<file path="src/rtl/core/hashed_key_value_store_top_macros.svh">
// Assertion macros shared by the key-value store RTL.
`ifndef HASHED_KEY_VALUE_STORE_TOP_MACROS_SVH
`define HASHED_KEY_VALUE_STORE_TOP_MACROS_SVH

`ifndef SYNTHESIS
// Same-cycle implication, disabled while reset is held.
`define HKV_ASSERT(label, clk, rstn, ante, cons, msg) \
    label: assert property (@(posedge clk) disable iff (!rstn) (ante) |-> (cons)) \
        else $error(msg);
// Next-cycle implication, disabled while reset is held.
`define HKV_ASSERT_NEXT(label, clk, rstn, ante, cons, msg) \
    label: assert property (@(posedge clk) disable iff (!rstn) (ante) |=> (cons)) \
        else $error(msg);
`else
`define HKV_ASSERT(label, clk, rstn, ante, cons, msg)
`define HKV_ASSERT_NEXT(label, clk, rstn, ante, cons, msg)
`endif

`endif

</file>
<file path="src/rtl/core/hkv_pkg.sv">
// Types and constants shared by the key-value store modules.
`timescale 1ns / 1ps
package hkv_pkg;

    localparam int KEY_W       = 64;
    localparam int VAL_W       = 64;
    localparam int CMD_W       = 2;
    localparam int STATUS_W    = 2;
    localparam int COUNT_OUT_W = 7;
    localparam int COUNT_MAX   = 127;

    // Command codes.
    localparam logic [CMD_W-1:0] CMD_GET    = 2'd0;
    localparam logic [CMD_W-1:0] CMD_SET    = 2'd1;
    localparam logic [CMD_W-1:0] CMD_REMOVE = 2'd2;

    // Status codes.
    localparam logic [STATUS_W-1:0] ST_OK        = 2'd0;
    localparam logic [STATUS_W-1:0] ST_NOT_FOUND = 2'd1;
    localparam logic [STATUS_W-1:0] ST_FULL      = 2'd2;

    // Binary to decimal conversion of the key.
    localparam int BCD_DIGITS     = 20;
    localparam int BITS_PER_STEP  = 4;
    localparam int CONV_STEPS     = KEY_W / BITS_PER_STEP;
    localparam int DIGITS_PER_SUM = 4;
    localparam int SUM_STEPS      = BCD_DIGITS / DIGITS_PER_SUM;
    localparam int STEP_W         = $clog2(CONV_STEPS);

    typedef struct packed {
        logic [CMD_W-1:0] cmd;
        logic [KEY_W-1:0] key;
        logic [VAL_W-1:0] value;
    } hkv_req_t;

    typedef struct packed {
        logic [STATUS_W-1:0]    status;
        logic [VAL_W-1:0]       read_value;
        logic [COUNT_OUT_W-1:0] entry_count;
    } hkv_res_t;

    typedef struct packed {
        logic ready;
        logic done;
    } hkv_tbl_ctl_t;

endpackage

</file>
<file path="src/rtl/core/hkv_hash.sv">
// Bucket hash: decimal digit sum of the key, reduced modulo the bucket count.
`timescale 1ns / 1ps
module hkv_hash #(
    parameter int  BUCKETS = 16,
    localparam int BKT_W   = (BUCKETS > 1) ? $clog2(BUCKETS) : 1
) (
    input  logic                    aclk,
    input  logic                    aresetn,
    input  logic                    start,
    input  logic [hkv_pkg::KEY_W-1:0] key,
    output logic                    done,
    output logic [BKT_W-1:0]        bucket
);
    import hkv_pkg::*;

    localparam int BCD_W = BCD_DIGITS * 4;
    localparam int SUM_W = $clog2((DIGITS_PER_SUM + 1) * BUCKETS + 1);

    // Each decimal digit (and the unused nibble codes) reduced modulo BUCKETS.
    localparam logic [BKT_W-1:0] DIGIT_MOD [16] = '{
        BKT_W'(0 % BUCKETS),  BKT_W'(1 % BUCKETS),  BKT_W'(2 % BUCKETS),  BKT_W'(3 % BUCKETS),
        BKT_W'(4 % BUCKETS),  BKT_W'(5 % BUCKETS),  BKT_W'(6 % BUCKETS),  BKT_W'(7 % BUCKETS),
        BKT_W'(8 % BUCKETS),  BKT_W'(9 % BUCKETS),  BKT_W'(10 % BUCKETS), BKT_W'(11 % BUCKETS),
        BKT_W'(12 % BUCKETS), BKT_W'(13 % BUCKETS), BKT_W'(14 % BUCKETS), BKT_W'(15 % BUCKETS)
    };

    typedef enum logic [1:0] {H_IDLE, H_CONV, H_SUM} hash_state_t;

    hash_state_t        state_reg;
    logic [BCD_W-1:0]   bcd_reg;
    logic [KEY_W-1:0]   bits_reg;
    logic [STEP_W-1:0]  step_reg;
    logic [BKT_W-1:0]   acc_reg;
    logic [BKT_W-1:0]   acc_next;
    logic               done_reg;
    logic [SUM_W-1:0]   sum;

    // Shift-and-add-3 conversion, several key bits per call.
    function automatic logic [BCD_W-1:0] dabble(input logic [BCD_W-1:0] bcd,
                                                input logic [BITS_PER_STEP-1:0] bits);
        logic [BCD_W-1:0] v;
        v = bcd;
        for (int s = 0; s < BITS_PER_STEP; s++) begin
            for (int d = 0; d < BCD_DIGITS; d++) begin
                if (v[d*4 +: 4] >= 4'd5) begin
                    v[d*4 +: 4] = v[d*4 +: 4] + 4'd3;
                end
            end
            v = {v[BCD_W-2:0], bits[BITS_PER_STEP-1-s]};
        end
        return v;
    endfunction

    // The accumulator stays below BUCKETS, so a few conditional
    // subtractions bring the partial sum back into range.
    always_comb begin
        sum = SUM_W'(acc_reg);
        for (int j = 0; j < DIGITS_PER_SUM; j++) begin
            sum = sum + SUM_W'(DIGIT_MOD[bcd_reg[j*4 +: 4]]);
        end
        for (int r = 0; r < DIGITS_PER_SUM; r++) begin
            if (sum >= SUM_W'(BUCKETS)) begin
                sum = sum - SUM_W'(BUCKETS);
            end
        end
        acc_next = sum[BKT_W-1:0];
    end

    always_ff @(posedge aclk) begin
        if (!aresetn) begin
            state_reg <= H_IDLE;
            step_reg  <= '0;
            done_reg  <= 1'b0;
        end else begin
            done_reg <= 1'b0;
            case (state_reg)
                H_IDLE: begin
                    if (start) begin
                        bcd_reg   <= '0;
                        bits_reg  <= key;
                        step_reg  <= '0;
                        state_reg <= H_CONV;
                    end
                end
                H_CONV: begin
                    bcd_reg  <= dabble(bcd_reg, bits_reg[KEY_W-1 -: BITS_PER_STEP]);
                    bits_reg <= bits_reg << BITS_PER_STEP;
                    step_reg <= step_reg + STEP_W'(1);
                    if (step_reg == STEP_W'(CONV_STEPS - 1)) begin
                        step_reg  <= '0;
                        acc_reg   <= '0;
                        state_reg <= H_SUM;
                    end
                end
                H_SUM: begin
                    acc_reg  <= acc_next;
                    bcd_reg  <= bcd_reg >> (DIGITS_PER_SUM * 4);
                    step_reg <= step_reg + STEP_W'(1);
                    if (step_reg == STEP_W'(SUM_STEPS - 1)) begin
                        done_reg  <= 1'b1;
                        state_reg <= H_IDLE;
                    end
                end
                default: begin
                    state_reg <= H_IDLE;
                end
            endcase
        end
    end

    assign done   = done_reg;
    assign bucket = acc_reg;

endmodule

</file>
<file path="config.mk">
export PLATFORM = sky130hd
export DESIGN_NAME = hkv_hash
export DESIGN_NICKNAME = d
export VERILOG_FILES = /design/src/rtl/core/hashed_key_value_store_top_macros.svh /design/src/rtl/core/hkv_pkg.sv /design/src/rtl/core/hkv_hash.sv
export SDC_FILE = /design/constraint.sdc
export NUM_CORES = 1
export LEC_CHECK = 0
export ABC_AREA = 0
export ABC_CLOCK_PERIOD_IN_PS = 5100
export BUFFER_PORTS_ARGS = -buffer_cell sky130_fd_sc_hd__clkbuf_2
export CORE_MARGIN = 8
export CORE_UTILIZATION = 58
export DETAILED_ROUTE_END_ITERATION = 10
export GPL_TIMING_DRIVEN = 0
export PLACE_DENSITY = 0.79
export RECOVER_POWER = 25
export SYNTH_ARGS = -nofsm -noshare
export SYNTH_HDL_FRONTEND = slang
export SYNTH_SLANG_ARGS = --single-unit
</file>
<file path="constraint.sdc">
create_clock -name aclk -period 5.1 [get_ports aclk]
set_input_delay 0.255 -clock aclk [delete_from_list [all_inputs] [get_ports aclk]]
set_output_delay 0.255 -clock aclk [all_outputs]
set_load 0.02 [all_outputs]
</file>
# Yosys cells after proc, flatten, opt, wreduce, memory -nomap -nowiden
# Memories as Yosys holds them, arrays and structs flattened.
# Index checks and enable logic that the tools add are counted.
# word_totals
ff_bits	155
rom_bits	256
input_bits	67
mem_count	4
# mem_list
name	depth	width	read_ports	rd_clocked_by_memory_dff	write_ports	line	text
(no name shown)	16	4	1	0	0	hkv_hash.sv:59	sum = sum + SUM_W'(DIGIT_MOD[bcd_reg[j*4 +: 4]]);
(no name shown)	16	4	1	0	0	hkv_hash.sv:59	
(no name shown)	16	4	1	0	0	hkv_hash.sv:59	
(no name shown)	16	4	1	0	0	hkv_hash.sv:59	
# op_classes
n_addsub	89
order_cmp	88
n_eq_ne	7
muxes	226
bitwise_logic	4
n_reduce_logical	10
# op_table
op	n
$mux W4	202
$ge A4 B3 Y1 const B	80
$add A4 B2 Y4 const B	76
$pmux W80 S3	1
$pmux W64 S2	1
$mux W80	1
$mux W64	1
$mux W3	10
$ge A7 B5 Y1 const B	4
$mux W7	3
$sub A7 B5 Y7 const B	3
$ge A5 B5 Y1 const B	4
$not A4 Y5	4
$add A3 B2 Y3 const B	4
$pmux W4 S3	1
$reduce_and A3 Y1	4
$pmux W4 S2	1
$add A6 B4 Y7	1
$add A7 B4 Y7	1
$add A5 B4 Y6	1
$mux W2	3
$ne A2 B2 Y1 const B	3
$pmux W2 S3	1
$add A4 B4 Y5	1
11 further kinds	13

# Logic depth before layout (Yosys ltp)
# Gate-level depths: netlist of run 1.
# depth
ltp_word	17
depth_mapped	24
mapped_depth_nobuf	24

# Worst setup path after synthesis of run 1
# OpenSTA, ideal clock, no wires.
# synth_timing
path_type	register to register
from	reg state_reg[0]
to	reg bcd_reg[0] (enable)
setup_ns	0.527
arrival_ns	4.437
path_slack_ns	0.136
stages_incl_launch_ff	5
path_buffers	0
synth_period_minus_slack_ns	4.964
path_cell_list	dfxtp_1 -> inv_1 -> ha_1 -> mux2i_1 -> nor2b_1
# synth_between
elab_chain_cells	3
word_cells_on_any_way	6
classes_between	3 x eq/ne; 3 x reduce/logical
# synth_rtl
element	line	text
start, declared	hkv_hash.sv:29	hash_state_t state_reg;
start signal, assigned	hkv_hash.sv:71	state_reg <= H_IDLE;
start signal, assigned	hkv_hash.sv:82	state_reg <= H_CONV;
start signal, assigned	hkv_hash.sv:92	state_reg <= H_SUM;
$eq A2 B2 Y1 (tied with other cells)	hkv_hash.sv:76	case (state_reg)
$reduce_bool A3 Y1 (no source line) / $ne A2 B2 Y1 (equally long branches)	--	
$reduce_and A3 Y1 (no source line) (*)	--	
end signal, assigned	hkv_hash.sv:86	bcd_reg <= dabble(bcd_reg, bits_reg[KEY_W-1 -: BITS_PER_STEP]);
end signal, assigned	hkv_hash.sv:97	bcd_reg <= bcd_reg >> (DIGITS_PER_SUM * 4);
end, declared	hkv_hash.sv:30	logic [BCD_W-1:0] bcd_reg;
# Mark *: on every way between the ends. The rest lies on a longest branch, timed or not.
# A chain may end at the register's enable or synchronous reset.

# Worst setup path after layout of run 1
# layout_timing
from	reg bcd_reg[64]
to	reg bcd_reg[73] (data pin)
# layout_between
elab_chain_cells	15
word_cells_on_any_way	29
classes_between	6 x add/sub; 6 x order compare; 17 x mux
# layout_rtl
element	line	text
$add A4 B2 Y4 / $ge A4 B3 Y1 (equally long branches)	hkv_hash.sv:46, hkv_hash.sv:45	
$mux W4 (*)	hkv_hash.sv:45	if (v[d*4 +: 4] >= 4'd5) begin
$mux W4 (*)	hkv_hash.sv:76	
$mux W4 (*)	hkv_hash.sv:70	if (!aresetn) begin
$add A4 B2 Y4 / $ge A4 B3 Y1 (equally long branches)	hkv_hash.sv:46, hkv_hash.sv:45	
$mux W4	hkv_hash.sv:45	
$mux W4	hkv_hash.sv:76	
$mux W4	hkv_hash.sv:70	
$add A4 B2 Y4 / $ge A4 B3 Y1 (equally long branches)	hkv_hash.sv:46, hkv_hash.sv:45	
$mux W4	hkv_hash.sv:45	
$mux W4	hkv_hash.sv:76	
$mux W4	hkv_hash.sv:70	
$add A4 B2 Y4 / $ge A4 B3 Y1 (equally long branches)	hkv_hash.sv:46, hkv_hash.sv:45	
$mux W4 (*)	hkv_hash.sv:45	
$pmux W80 S3 (*)	hkv_hash.sv:76	
# Mark *: on every way between the ends. The rest lies on a longest branch, timed or not. The select of a mux whose other input is x is not followed.

==> flow_summary.ini, run 1 <==
[outcome]
status = finished with violations
failed_checks = capacitance limit, slew limit

[synthesis]
synth_commonest_cells = nand2_1 (155), edfxtp_1 (148), o21ai_0 (135)
yosys.area_share.xor_xnor = 0.02101
avgSynthCellArea_um2 = 8.585
synth_cells = 1942
synth_compound_area_frac = 0.2827
yosysWarnings = 0
synth-seq-area-share = 0.2750
netlist_area_mm2 = 0.01667
synth_cell_types = 105
yosysMostFrequentCell = nand2_1
synth-simple-area-share = 0.1923
yosys.area.top_type_share = 0.2666
syn_nets = 2121
synth_flop_cell = edfxtp_1
synthTopCellsByArea = edfxtp_1 (27%), ha_1 (7.8%), mux2_2 (5.6%)
synthArstFlopShare = 0
synth_edf_count = 148
synthAdderAreaFrac = 0.08826
synth_top_family_by_area = compound AO/OA/AOI/OAI gates
ys_ff_latch = 155
synth_largest_area_cell = edfxtp_1
synth_mux_area_frac = 0.09644

[worst_setup_path]
cp.required_ps = 5270
reg2reg_depth = 24
cp.buffers_inverters = 4
r2r_end = bcd_reg[73]$_DFFE_PP_
worst-setup-path-type = reg2reg
cp_num_cells = 24
rrSetupSlack_ps = 380
r2r_start = bcd_reg[64]$_DFFE_PP_
critPathTopFamily = simple AND/OR/NAND/NOR gates
crit_path_max_incr_delay_ps = 500
crit_slowest_cell = edfxtp_1
cp-end-kind = flop
cp_cell_sequence = inv_1, ha_1, nor2b_2, nor3_1, nor2_1, inv_1, ha_1, o21ai_0, a31oi_2, inv_1, ha_1, nand2b_1, nand2_1, or4_1, nand3_1, o21ai_0, nand3_2, inv_1, ha_1, nand2b_1, o211ai_1, o211ai_1, xnor2_1, nor2_1
cp_max_fo = 6
cp-start-kind = flop
cp_data_arrival_time_ps = 4890

[final_layout]
largest_reg_flops = 80
final_cells = 2435
fillCellCount = 2391
fin_util = 0.6410
layout-area-overhead-vs-synth_pct = 9.463
finish.instance_area_mm2 = 0.01825
insertedDiodeCount = 0
drive_above_1_share = 0.1487
nNetsFinal = 2217

[route]
ant_nets = 0
firstDrtPassIters = 5
drt-initial-drc-count = 1543
wl_um = 44800
vias = 15730
wl_per_cell_um = 18.40
viasPerCell = 6.459
drc = 0

[sta]
clock-skew-final_ps = 9.445
setup_viol = 0
tightest_slew_ps = 1957
drv_slew = 67
hold_viol_final = 0
grt_setup_unrepaired = no
post-route-period-util = 0.9251
slew_headroom = -0.3045
period_minus_slack_ps = 4718
fmax_mhz = 212.0

[die]
die_w_um = 185.5
dieArea_mm2 = 0.03443
start_util = 0.5856
coreArea_mm2 = 0.02847
design.portCount = 72
row_count = 62
chipHeight_um = 185.5

[global_route]
grt_overflow = 0
antenna_found_initial = 0
grt.total_usage = 0.2562
grt_pass1_wl_um = 72680
grt_pass1_vias = 15080
grt_max_degree = 36

[place]
placed_cell_area_mm2 = 0.01758
numPortBuffers = 70
place_congestion = 0.9042
post-dp-hpwl_um = 34010
place_inst = 2399

[clock_network]
clk_pin_slew_ps = 80
clockRootBuffer = clkbuf_16
clk_latency_ps = 440
numClockSinks = 155
cts-htree-levels = 4
cts_buffer_depth = 2
cts_tree = yes
postCtsHoldBufs = 0
cts_buffers = 17

[worst_hold_path]
worstHoldEndpoint = bits_reg[2]$_SDFFCE_PP0P_
hold_path_depth = 2
hp-start = key[2]
hold_class = in2reg

[flow_run]
cap_viol_max_count = 3
-- per-stage QoR --
stage	setup TNS [ps]	hold slack, ps	setup slack (ps)
2_1_floorplan	0	463.7	136.1
3_3_place_gp	-192160	495.8	-1825
3_5_place_dp	0	513.0	246.9
4_1_cts	0	95.80	191.3
5_1_grt	0	100.6	20.26
6_report	0	98.45	381.9
-- cell usage in the layout (no fill, tap or decap), types with 57 or more instances in the layout --
| cell | synthesis | routed |
|---|---|---|
| nand2_1 | 155 | 155 |
| edfxtp_1 | 148 | 148 |
| o21ai_0 | 135 | 135 |
| inv_1 | 124 | 124 |
| nor2_1 | 116 | 115 |
| a21oi_1 | 110 | 109 |
| ha_1 | 104 | 103 |
| mux2_2 | 83 | 83 |
| clkbuf_2 | 0 | 65 |
| clkbuf_1 | 50 | 57 |
| nor3_1 | 57 | 57 |
-- cell type report --
type                            instances  area, um^2  share of cell area
Tap cell                              384       480.5             0.02633
Buffer                                 65       261.5             0.01433
Multi-Input combinational cell       1595       11410              0.6251
Clock inverter                         15       211.5             0.01159
Clock buffer                           17       425.4             0.02331
Timing Repair Buffer                   77       401.6             0.02201
Inverter                              127       476.7             0.02612
Sequential cell                       155        4584              0.2512
-- layer usage --
metal | GRT usage | part of all wire | vias to the layer above
li1 | - | - | 7584
met1 | 0.3114 | 0.41 | 7444
met2 | 0.4525 | 0.49 | 602
met3 | 0.04041 | 0.069 | 98
met4 | 0.09368 | 0.031 | 0
met5 | 0 | 0 | -
-- worst max-delay path by stage --
stage / to / slack, ps / from
after floorplan: bcd_reg[0]$_DFFE_PP_ / 140 / state_reg[0]$_SDFFE_PN0P_
after global placement: bcd_reg[31]$_DFFE_PP_ / -1820 / state_reg[1]$_SDFFE_PN0P_
after detailed placement: bcd_reg[73]$_DFFE_PP_ / 250 / bcd_reg[60]$_DFFE_PP_
after CTS: bcd_reg[73]$_DFFE_PP_ / 190 / bcd_reg[60]$_DFFE_PP_
after global routing: bcd_reg[73]$_DFFE_PP_ / 20 / bcd_reg[68]$_DFFE_PP_
final: bcd_reg[73]$_DFFE_PP_ / 380 / bcd_reg[64]$_DFFE_PP_
-- cells by family after synthesis --
group,Yosys count
AO/OA/AOI/OAI,673
AND/OR/NAND/NOR,624
buffers and inverters,192
XOR/XNOR,40
adder cells (fa/ha/maj),113
multiplexers,145
flip-flops,155
-- worst reg2reg max path, delay by kind of cell (launching register included) --
kind	cells	cell delay [ps]
AO/OA/AOI/OAI	5	890
buffers and inverters	4	400
AND/OR/NAND/NOR	10	1640
adder cells (fa/ha/maj)	4	850
flip-flops	1	500
XOR/XNOR	1	160
-- what timing repair did --
| item | in CTS | in global routing |
|---|---|---|
| endpoints found under the hold margin | 0 | 0 |
| resized for setup | 0 | 12 |
| setup endpoints to repair | 0 | 4 |
| buffers inserted | 0 | 4 |
Power of run 1 is not shown: default switching activity piles up to over one toggle a cycle in this logic, so the estimate is an artifact.
==> inputs of run 2 (changes only) <==
--- a/config.mk
+++ b/config.mk
@@ -12,6 +12,7 @@
 export CORE_UTILIZATION = 58
 export DETAILED_ROUTE_END_ITERATION = 10
 export GPL_TIMING_DRIVEN = 0
+export MAX_ROUTING_LAYER = met4
 export PLACE_DENSITY = 0.79
 export RECOVER_POWER = 25
 export SYNTH_ARGS = -nofsm -noshare
==> flow_summary.ini, run 2 (synthesized netlist as in run 1, its figures left out) <==
[global_route]
antenna_found_initial = 1
grt_overflow = 0
grt_max_degree = 35
grt_pass1_vias = 15110
grt.total_usage = 0.2644
grt_pass1_wl_um = 72550

[worst_setup_path]
critPathTopFamily = compound AO/OA/AOI/OAI gates
r2r_start = bcd_reg[68]$_DFFE_PP_
worst-setup-path-type = reg2reg
cp.buffers_inverters = 4
cp_data_arrival_time_ps = 4980
r2r_end = bcd_reg[74]$_DFFE_PP_
cp-start-kind = flop
cp_max_fo = 6
crit_slowest_cell = edfxtp_1
cp.required_ps = 5350
reg2reg_depth = 24
cp-end-kind = flop
rrSetupSlack_ps = 370
cp_cell_sequence = inv_1, ha_1, nor2b_1, o31ai_1, nor2_1, inv_1, ha_1, o21ai_0, a31oi_2, inv_1, ha_1, nand2b_1, nand2_1, or4_1, nand3_1, o21ai_0, nand3_1, inv_1, ha_1, nand2b_1, o211ai_1, o211ai_1, nor2_1, a211oi_1
crit_path_max_incr_delay_ps = 460

[place]
dp_slack_ps = 321.7
post-dp-hpwl_um = 34290
place_congestion = 0.9433
numPortBuffers = 70

[route]
viasPerCell = 6.519
ant_nets = 0
firstDrtPassIters = 6
wl_per_cell_um = 18.45
wl_um = 44910
drt-initial-drc-count = 1241
drc = 0
vias = 15870

[outcome]
failed_checks = capacitance limit, slew limit
status = finished with violations

[die]
die_w_um = 185.5
row_count = 62
chipHeight_um = 185.5
coreArea_mm2 = 0.02847
start_util = 0.5856
design.portCount = 72
dieArea_mm2 = 0.03443

[sta]
post-route-period-util = 0.9274
drv_slew = 49
fmax_mhz = 211.4
slew_headroom = -0.4009
clock-skew-final_ps = 13.14
setup_viol = 0
tightest_slew_ps = 2097
fin_ws_ps = 370.5
hold_viol_final = 0
period_minus_slack_ps = 4730

[clock_network]
cts_tree = yes
clockRootBuffer = clkbuf_16
cts_buffers = 17
cts_buffer_depth = 2
clk_latency_ps = 440
cts-htree-levels = 4
numClockSinks = 155
clk_pin_slew_ps = 80

[final_layout]
layout-area-overhead-vs-synth_pct = 9.493
largest_reg_flops = 80
layout_commonest_cell = nand2_1
fillCellCount = 2383
nNetsFinal = 2215
final_cell_mix = nand2_1 (155), edfxtp_1 (148), o21ai_0 (135)
drive_above_1_share = 0.1445

[worst_hold_path]
hp-start = key[1]
worstHoldEndpoint = bits_reg[1]$_SDFFCE_PP0P_
hold_path_depth = 2
hold_class = in2reg

[flow_run]
cap_viol_max_count = 2
## run 2: changes by cell type in the layout (fill, tap and decap cells not counted), sizes merged
cell / delta
buf: -1
clkbuf: -1
clkinv: +1
diode: +1
inv: -1
## run 2: worst max path at each step
| stage | from | to | slack, ps | cells after the start |
|---|---|---|---|---|
| after floorplan | state_reg[0]$_SDFFE_PN0P_ | bcd_reg[0]$_DFFE_PP_ | 140 | 4 |
| after CTS | bcd_reg[60]$_DFFE_PP_ | bcd_reg[74]$_DFFE_PP_ | 280 | 23 |
| after detailed placement | bcd_reg[60]$_DFFE_PP_ | bcd_reg[74]$_DFFE_PP_ | 320 | 23 |
| after global routing | bcd_reg[64]$_DFFE_PP_ | bcd_reg[73]$_DFFE_PP_ | -50 | 24 |
| final | bcd_reg[68]$_DFFE_PP_ | bcd_reg[74]$_DFFE_PP_ | 370 | 24 |
| after global placement | state_reg[0]$_SDFFE_PN0P_ | bcd_reg[34]$_DFFE_PP_ | -1730 | 4 |
## run 2: area by class of cell
cell class | count | area (um^2) | share of cell area
multi-input cells | 1595 | 11380 | 0.6232
flip-flops and latches | 155 | 4584 | 0.2511
well taps | 384 | 480.5 | 0.02632
inverters | 127 | 476.7 | 0.02611
repair buffers | 75 | 430.4 | 0.02358
clock buffers | 17 | 425.4 | 0.02330
plain buffers | 65 | 261.5 | 0.01432
clock inverters | 15 | 216.5 | 0.01186
diodes | 1 | 2.502 | 0.0001371
## run 2: routing by layer
layer  up-vias  GRT usage  routed length [um]
met5         -          -                   0
met4         0     0.1140                1875
met1      7505     0.3193               18600
li1       7568          -                   -
met2       650     0.4387               21340
met3       145    0.03689                3087
## run 2: worst reg2reg max path: stages, from the launching register on
cell	delay, ps
edfxtp_1	460
inv_1	90
ha_1	260
nor2b_1	180
o31ai_1	350
nor2_1	140
inv_1	100
ha_1	160
o21ai_0	120
a31oi_2	290
inv_1	100
ha_1	210
nand2b_1	90
nand2_1	60
or4_1	430
nand3_1	100
o21ai_0	80
nand3_1	200
inv_1	70
ha_1	210
nand2b_1	110
o211ai_1	100
o211ai_1	330
nor2_1	90
a211oi_1	220
## run 2: stage by stage
step	instance area (um^2)	instances	util	hold WS, ps	TNS (ps)
CTS	18260	2432	0.6412	91.89	0
finish	18260	2434	0.6412	104.1	0
global route	18260	2434	0.6412	90.82	-73.15
floorplan	16670	1942	-	463.7	0
detailed placement	17610	2400	0.6187	507.0	0
global placement	17500	2396	0.6148	495.7	-182330
## run 2: timing repair
action | CTS | global route
buffers inserted | 0 | 1
setup endpoints to repair | 0 | 3
resized for setup | 0 | 4
endpoints found under the hold margin | 0 | 0
hold buffers | 0 | 0
Power of run 2 is left out for the same reason.
